### config.mk
export PLATFORM = sky130hd
export DESIGN_NAME = clock_replacement_sector_cache
export DESIGN_NICKNAME = d
export VERILOG_FILES = /design/src/sv/crsc_pkg.sv /design/src/sv/clock_replacement_sector_cache.sv
export SDC_FILE = /design/constraint.sdc
export NUM_CORES = 2
export LEC_CHECK = 0
export BUFFER_PORTS_ARGS = -buffer_cell sky130_fd_sc_hd__buf_2
export CORE_MARGIN = 2
export CORE_UTILIZATION = 25
export CTS_CLUSTER_DIAMETER = 80
export DETAILED_ROUTE_END_ITERATION = 8
export MAX_ROUTING_LAYER = met4
export PLACE_DENSITY = 0.37
export SYNTH_ARGS = -nofsm -noshare
export SYNTH_HDL_FRONTEND = slang
export SYNTH_SLANG_ARGS = --single-unit
export TNS_END_PERCENT = 1
### constraint.sdc
create_clock -name clk -period 7.5 [get_ports clk]
set_clock_uncertainty 0.05 [all_clocks]
set_input_delay 1.5 -clock clk [delete_from_list [all_inputs] [get_ports clk]]
set_output_delay 1.5 -clock clk [all_outputs]
set_load 0.05 [all_outputs]
### src/sv/crsc_pkg.sv
// ----------------------------------------------------------------------------
// crsc_pkg: shared constants for the clock replacement sector cache
// Port widths fixed by the request and result formats, access kinds and
// controller state codes.
// ----------------------------------------------------------------------------
package crsc_pkg;

    // Width of sector numbers on the ports
    localparam int unsigned SECTOR_PORT_W = 32;
    // Width of the slot number reported on the result port
    localparam int unsigned SLOT_PORT_W   = 6;

    // Access kinds
    localparam logic FUNC_READ  = 1'b0;
    localparam logic FUNC_WRITE = 1'b1;

    // Controller state
    typedef logic [1:0] state_t;

    localparam state_t ST_IDLE   = 2'd0;
    localparam state_t ST_LOOKUP = 2'd1;
    localparam state_t ST_SCAN   = 2'd2;
    localparam state_t ST_VICTIM = 2'd3;

endpackage

### src/sv/clock_replacement_sector_cache.sv
// ----------------------------------------------------------------------------
// clock_replacement_sector_cache: tag and clock replacement engine
// Looks up a sector in a tag memory, picks a second-chance victim on a miss
// and reports the slot and any dirty write-back.
// ----------------------------------------------------------------------------
// Usage:
//   Drive func and sector_number and pulse start while busy is low; the item
//   is taken at that edge and busy rises in the next cycle. One result comes
//   back per item: done is high for exactly one cycle with hit, slot_index,
//   writeback_needed and writeback_sector. The receiver cannot hold it off.
// Timing:
//   Each slot's tag, reference bit and dirty bit share one word of a
//   synchronous memory, read one slot per cycle, lowest slot first. A hit
//   ends the lookup at the matching slot. A miss walks all CACHE_SLOTS tags,
//   then the clock hand moves one slot per cycle over occupied, referenced
//   slots, then the VICTIM state reads the victim word and installs the new
//   one. busy drops in the cycle done is shown, so the next item may start
//   right then.
// Reset:
//   rst_n clears the valid bits, the hand and the controller. The slot memory
//   is not cleared; tag, reference and dirty bits count only in valid slots.
// ----------------------------------------------------------------------------
module clock_replacement_sector_cache #(
    parameter int unsigned CACHE_SLOTS = 64,
    parameter int unsigned SECTOR_BITS = 32
) (
    input  logic                                   clk,
    input  logic                                   rst_n,
    input  logic                                   start,
    output logic                                   busy,
    input  logic                                   func,
    input  logic [crsc_pkg::SECTOR_PORT_W-1:0]     sector_number,
    output logic                                   done,
    output logic                                   hit,
    output logic [crsc_pkg::SLOT_PORT_W-1:0]       slot_index,
    output logic                                   writeback_needed,
    output logic [crsc_pkg::SECTOR_PORT_W-1:0]     writeback_sector
);

    localparam int unsigned SLOT_W = $clog2(CACHE_SLOTS);
    localparam int unsigned TAG_W  = (SECTOR_BITS < crsc_pkg::SECTOR_PORT_W) ?
                                     SECTOR_BITS : crsc_pkg::SECTOR_PORT_W;
    // memory word: dirty, reference, tag
    localparam int unsigned WORD_W = TAG_W + 2;
    localparam logic [SLOT_W-1:0] LAST_SLOT = SLOT_W'(CACHE_SLOTS - 1);

    function automatic logic [SLOT_W-1:0] next_slot(input logic [SLOT_W-1:0] s);
        next_slot = (s == LAST_SLOT) ? '0 : s + 1'b1;
    endfunction

    crsc_pkg::state_t state_reg, state_next;
    logic [SLOT_W-1:0]      ptr_reg, ptr_next;
    logic [SLOT_W-1:0]      hand_reg, hand_next;
    logic                   func_reg, func_next;
    logic [TAG_W-1:0]       tag_reg, tag_next;
    logic [CACHE_SLOTS-1:0] valid_reg, valid_next;

    logic                                done_reg, done_next;
    logic                                hit_reg, hit_next;
    logic [SLOT_W-1:0]                   slot_reg, slot_next;
    logic                                wb_reg, wb_next;
    logic [crsc_pkg::SECTOR_PORT_W-1:0]  wb_sector_reg, wb_sector_next;

    logic [WORD_W-1:0] slot_mem [CACHE_SLOTS];
    logic [WORD_W-1:0] rd_data_reg;
    logic [WORD_W-1:0] wr_data;
    logic              mem_we;
    logic [TAG_W-1:0]  rd_tag;
    logic              rd_ref;
    logic              rd_dirty;
    logic              victim_wb;

    // Slot memory: read data is for the address chosen in the previous cycle
    always_ff @(posedge clk)
    begin
        if (mem_we)
        begin
            slot_mem[ptr_reg] <= wr_data;
        end
        rd_data_reg <= slot_mem[ptr_next];
    end

    assign rd_tag    = rd_data_reg[TAG_W-1:0];
    assign rd_ref    = rd_data_reg[TAG_W];
    assign rd_dirty  = rd_data_reg[TAG_W+1];
    assign victim_wb = valid_reg[ptr_reg] & rd_dirty;

    always_comb
    begin
        state_next     = state_reg;
        ptr_next       = ptr_reg;
        hand_next      = hand_reg;
        func_next      = func_reg;
        tag_next       = tag_reg;
        valid_next     = valid_reg;
        done_next      = 1'b0;
        hit_next       = hit_reg;
        slot_next      = slot_reg;
        wb_next        = wb_reg;
        wb_sector_next = wb_sector_reg;
        mem_we         = 1'b0;
        wr_data        = rd_data_reg;

        unique case (state_reg)
            crsc_pkg::ST_IDLE:
            begin
                ptr_next = '0;
                if (start)
                begin
                    func_next  = func;
                    tag_next   = sector_number[TAG_W-1:0];
                    state_next = crsc_pkg::ST_LOOKUP;
                end
            end

            crsc_pkg::ST_LOOKUP:
            begin
                if (valid_reg[ptr_reg] && (rd_tag == tag_reg))
                begin
                    // set the reference bit, and the dirty bit on a write
                    mem_we         = 1'b1;
                    wr_data        = {rd_dirty | (func_reg == crsc_pkg::FUNC_WRITE),
                                      1'b1, rd_tag};
                    done_next      = 1'b1;
                    hit_next       = 1'b1;
                    slot_next      = ptr_reg;
                    wb_next        = 1'b0;
                    wb_sector_next = '0;
                    state_next     = crsc_pkg::ST_IDLE;
                end
                else if (ptr_reg == LAST_SLOT)
                begin
                    // miss: start the sweep at the slot after the hand
                    ptr_next   = next_slot(hand_reg);
                    state_next = crsc_pkg::ST_SCAN;
                end
                else
                begin
                    ptr_next = ptr_reg + 1'b1;
                end
            end

            crsc_pkg::ST_SCAN:
            begin
                if (valid_reg[ptr_reg] && rd_ref)
                begin
                    // second chance: drop the reference and move on
                    mem_we   = 1'b1;
                    wr_data  = {rd_dirty, 1'b0, rd_tag};
                    ptr_next = next_slot(ptr_reg);
                end
                else
                begin
                    // hold the pointer so the victim word is read
                    state_next = crsc_pkg::ST_VICTIM;
                end
            end

            crsc_pkg::ST_VICTIM:
            begin
                mem_we              = 1'b1;
                wr_data             = {func_reg == crsc_pkg::FUNC_WRITE, 1'b1, tag_reg};
                valid_next[ptr_reg] = 1'b1;
                hand_next           = ptr_reg;
                done_next           = 1'b1;
                hit_next            = 1'b0;
                slot_next           = ptr_reg;
                wb_next             = victim_wb;
                wb_sector_next      = victim_wb ?
                                      crsc_pkg::SECTOR_PORT_W'(rd_tag) : '0;
                ptr_next            = '0;
                state_next          = crsc_pkg::ST_IDLE;
            end
        endcase
    end

    always_ff @(posedge clk or negedge rst_n)
    begin
        if (!rst_n)
        begin
            state_reg <= crsc_pkg::ST_IDLE;
            ptr_reg   <= '0;
            hand_reg  <= '0;
            valid_reg <= '0;
            done_reg  <= 1'b0;
        end
        else
        begin
            state_reg <= state_next;
            ptr_reg   <= ptr_next;
            hand_reg  <= hand_next;
            valid_reg <= valid_next;
            done_reg  <= done_next;
        end
    end

    always_ff @(posedge clk)
    begin
        func_reg      <= func_next;
        tag_reg       <= tag_next;
        hit_reg       <= hit_next;
        slot_reg      <= slot_next;
        wb_reg        <= wb_next;
        wb_sector_reg <= wb_sector_next;
    end

    assign busy             = (state_reg != crsc_pkg::ST_IDLE);
    assign done             = done_reg;
    assign hit              = hit_reg;
    assign slot_index       = crsc_pkg::SLOT_PORT_W'(slot_reg);
    assign writeback_needed = wb_reg;
    assign writeback_sector = wb_sector_reg;

endmodule
==> impl_metrics.toml <==
[synth]
yosys_warnings = 0
synthFlopType = "edfxtp_1"
synthTopCellsByArea = "edfxtp_1 71%, mux2i_1 4.0%, a2111oi_0 3.7%, nand3_1 2.2%, o21ai_0 2.1%"
synth.most_common_cell = "edfxtp_1"
syn_area_um2 = 95140
ys_types = 74
synth_top_area_frac = 0.7099
syn_inst = 6313
syn_area_per_cell_um2 = 15.07
syn_nets = 6351
synth_top_area_cell = "edfxtp_1"
ys_seq_area_frac = 0.7378
ys_ff_latch = 2362
synth_common_cells = "2249 x edfxtp_1, 427 x nand3_1, 409 x clkbuf_1, 408 x o21ai_0, 404 x a2111oi_0"
async_flop_share = 0.03345
synth_edf_count = 2249

[layout]
drive_gt1_frac = 0.1431
largest_reg_flops = 2176
fill_cells = 37779
instances_no_fill = 11644
multi_input_area_um2 = 23410
fin_nets = 6443
seq_area_um2 = 70190
area_growth_pct = 17.28

[clock_tree]
clock_path_buffers = 4
postCtsSetupRepairBufs = 0
clk_pin_slew_ns = 0.06
h-tree-depth = 5
clk_latency_ns = 0.90
hold_buffers = 0
root_buffer = "clkbuf_16"
cts-buffers-inserted = 276
cts_tree = "yes"
cts_resized = 0
cts.sinks = 2362

[worst_setup_path]
path_max_fanout = 26
critical_path.endpoint_type = "flip-flop"
regToRegSetupSlack_ns = 0.67
worst_path_max_delay_cell = "o41ai_1"
startpoint_type = "flip-flop"
critPathBufInv = 3
path_delay_family = "compound AO/OA/AOI/OAI gates"
path_class = "flip-flop to flip-flop"
crit_required_ns = 8.17
critPathMostFrequentCell = "buf_4"
r2r_cells = 14
worstPathCellList = "xor2_1 > nor4_1 > nand4_1 > nor2_1 > a21boi_2 > mux2i_1 > o32ai_4 > buf_4 > buf_4 > a211oi_1 > or4_1 > o41ai_1 > buf_4 > o2111ai_1"
worstPathArrival_ns = 7.50
cpPeakStageDelay_ns = 1.12
cp_num_cells = 14

[power]
peakVddDrop_uv = 148.9
p_switching_uw = 5554
power_frac_seq = 0.525
pwr-share-clk = 0.474
netSwitchingFraction = 0.2048
comb_power_share = 0.001
power_leakage_uw = 0.02945
p_per_area_nw_per_um2 = 243.0
power.internal_uw = 21560

[routing]
drt_iter0_drc = 6137
wl_mm = 369.6
post_drt_wl_per_cell_um = 31.74
drt-pass1-iter-count = 5
vias_per_cell = 5.165
drtAntennaViolNets = 0
vias = 60142
drc_errors = 0

[timing]
finalCritPeriodShare = 0.9101
maxSlewHeadroom = -0.002154
worst_pin_slew_ns = 1.489
period_minus_slack_ns = 6.826
rsz0062_at_grt = "no"
setup_viol = 0
max_freq_mhz = 146.5
maxSlewViolCount = 1
hold_violations = 0
fin_tns_setup_ns = 0

[global_routing]
antenna_found_initial = 25
grt_pass1_vias = 59199
grt_overflow = 0
grtUsageTotal = 0.1923
grt_first_pass_wirelength_mm = 508.7
grt_max_degree = 191

[status]
status = "finished with violations"
violations = "max-capacitance violations, max-slew violations"

[placement]
numPlacedInstances = 11143
io_buffers = 77
place.gp.congestion = 0.8066
post-dp-hpwl_mm = 206.4

[floorplan]
rows = 226
die-area_um2 = 385500
start_util = 0.2511
die_h_um = 620.9
core-area_um2 = 378900
io_pins = 78
fp.dieW_um = 620.9

[min_path]
hold-path-cell-count = 1
holdCritPathClass = "flip-flop to flip-flop"

[job]
maxCapViolations = 1
==> cells by family after synthesis <==
group	count (synthesis)	synth area share
XOR/XNOR	38	0.003498
multiplexers	379	0.04015
AND/OR/NAND/NOR	1363	0.07625
AO/OA/AOI/OAI	1573	0.1160
flip-flops	2362	0.7378
buffers and inverters	596	0.02600
adder cells (fa/ha/maj)	2	0.0002630
==> metal layers <==
layer / global-route usage / wire length (um) / vias to the layer above
li1: - / - / 25861
met1: 0.2589 / 165600 / 32053
met2: 0.3048 / 174500 / 1832
met3: 0.02818 / 20090 / 396
met4: 0.04682 / 9345 / 0
met5: - / 0 / -
==> worst register-to-register path, cell delays in order, from the launching register on <==
cell,delay (ns)
dfxtp_1,0.80
xor2_1,0.17
nor4_1,0.64
nand4_1,0.26
nor2_1,0.20
a21boi_2,0.53
mux2i_1,0.27
o32ai_4,0.61
buf_4,0.44
buf_4,0.46
a211oi_1,0.09
or4_1,0.57
o41ai_1,1.12
buf_4,0.31
o2111ai_1,0.12
==> layout make-up <==
type | count | area share
clock inverters | 126 | 0.007547
clock buffers | 363 | 0.06718
repair buffers | 404 | 0.02946
multi-input cells | 3355 | 0.2098
well taps | 5016 | 0.05625
flip-flops and latches | 2362 | 0.6291
diodes | 12 | 0.0002691
inverters | 6 | 0.0003701
==> placed cells by master (no fill, tap or decap), types with 60 or more instances in the layout <==
master and instances:
edfxtp_1 2249, nand3_1 418, o21ai_0 408, a2111oi_0 403, mux2i_1 376, buf_4 289, clkbuf_16 286, and3_1 275
a211oi_1 270, nand2_1 241, o22ai_1 171, or4_1 102, nor4_1 94, dfrtp_1 78, buf_2 76, a22oi_1 75
a21oi_1 72, clkbuf_1 72, nor2_4 61, clkinv_1 60
==> worst paths after layout <==
path | start | to
hold reg to reg | valid_reg[15]$_DFFE_PN0P_ | valid_reg[15]$_DFFE_PN0P_
min in group asynchronous | rst_n | valid_reg[19]$_DFFE_PN0P_
setup / recovery | rd_data_reg[14]$_DFF_P_ | rd_data_reg[11]$_DFF_P_
hold / removal | valid_reg[15]$_DFFE_PN0P_ | valid_reg[15]$_DFFE_PN0P_
max in group asynchronous | rst_n | ptr_reg[0]$_DFF_PN0_
setup reg to reg | rd_data_reg[14]$_DFF_P_ | rd_data_reg[11]$_DFF_P_
==> per-stage QoR <==
stage                       util  power [uW]  hold WS [ns]  instance area, um2  worst slack, ns
final                     0.2945       27120        0.4042              111600           0.6740
after global routing      0.2944       27880        0.4165              111600           0.3914
after CTS                 0.2944       27440        0.4027              111500           0.6346
after detailed placement  0.2724       14530        0.3899              103200           0.6517
after global placement    0.2717       14530        0.3916              103000          -0.4460
after floorplan                -       14500        0.3726               95140            1.478
==> power by group through the flow <==
stage,logic [uW],registers [uW],clock network (uW)
floorplan,0.276,14500,0
global placement,33.4,14500,0
detailed placement,33.0,14500,0
CTS,33.6,14200,13200
global route,33.4,14200,13600
finish,31.5,14200,12900
Power figures use the tool's default switching activity.
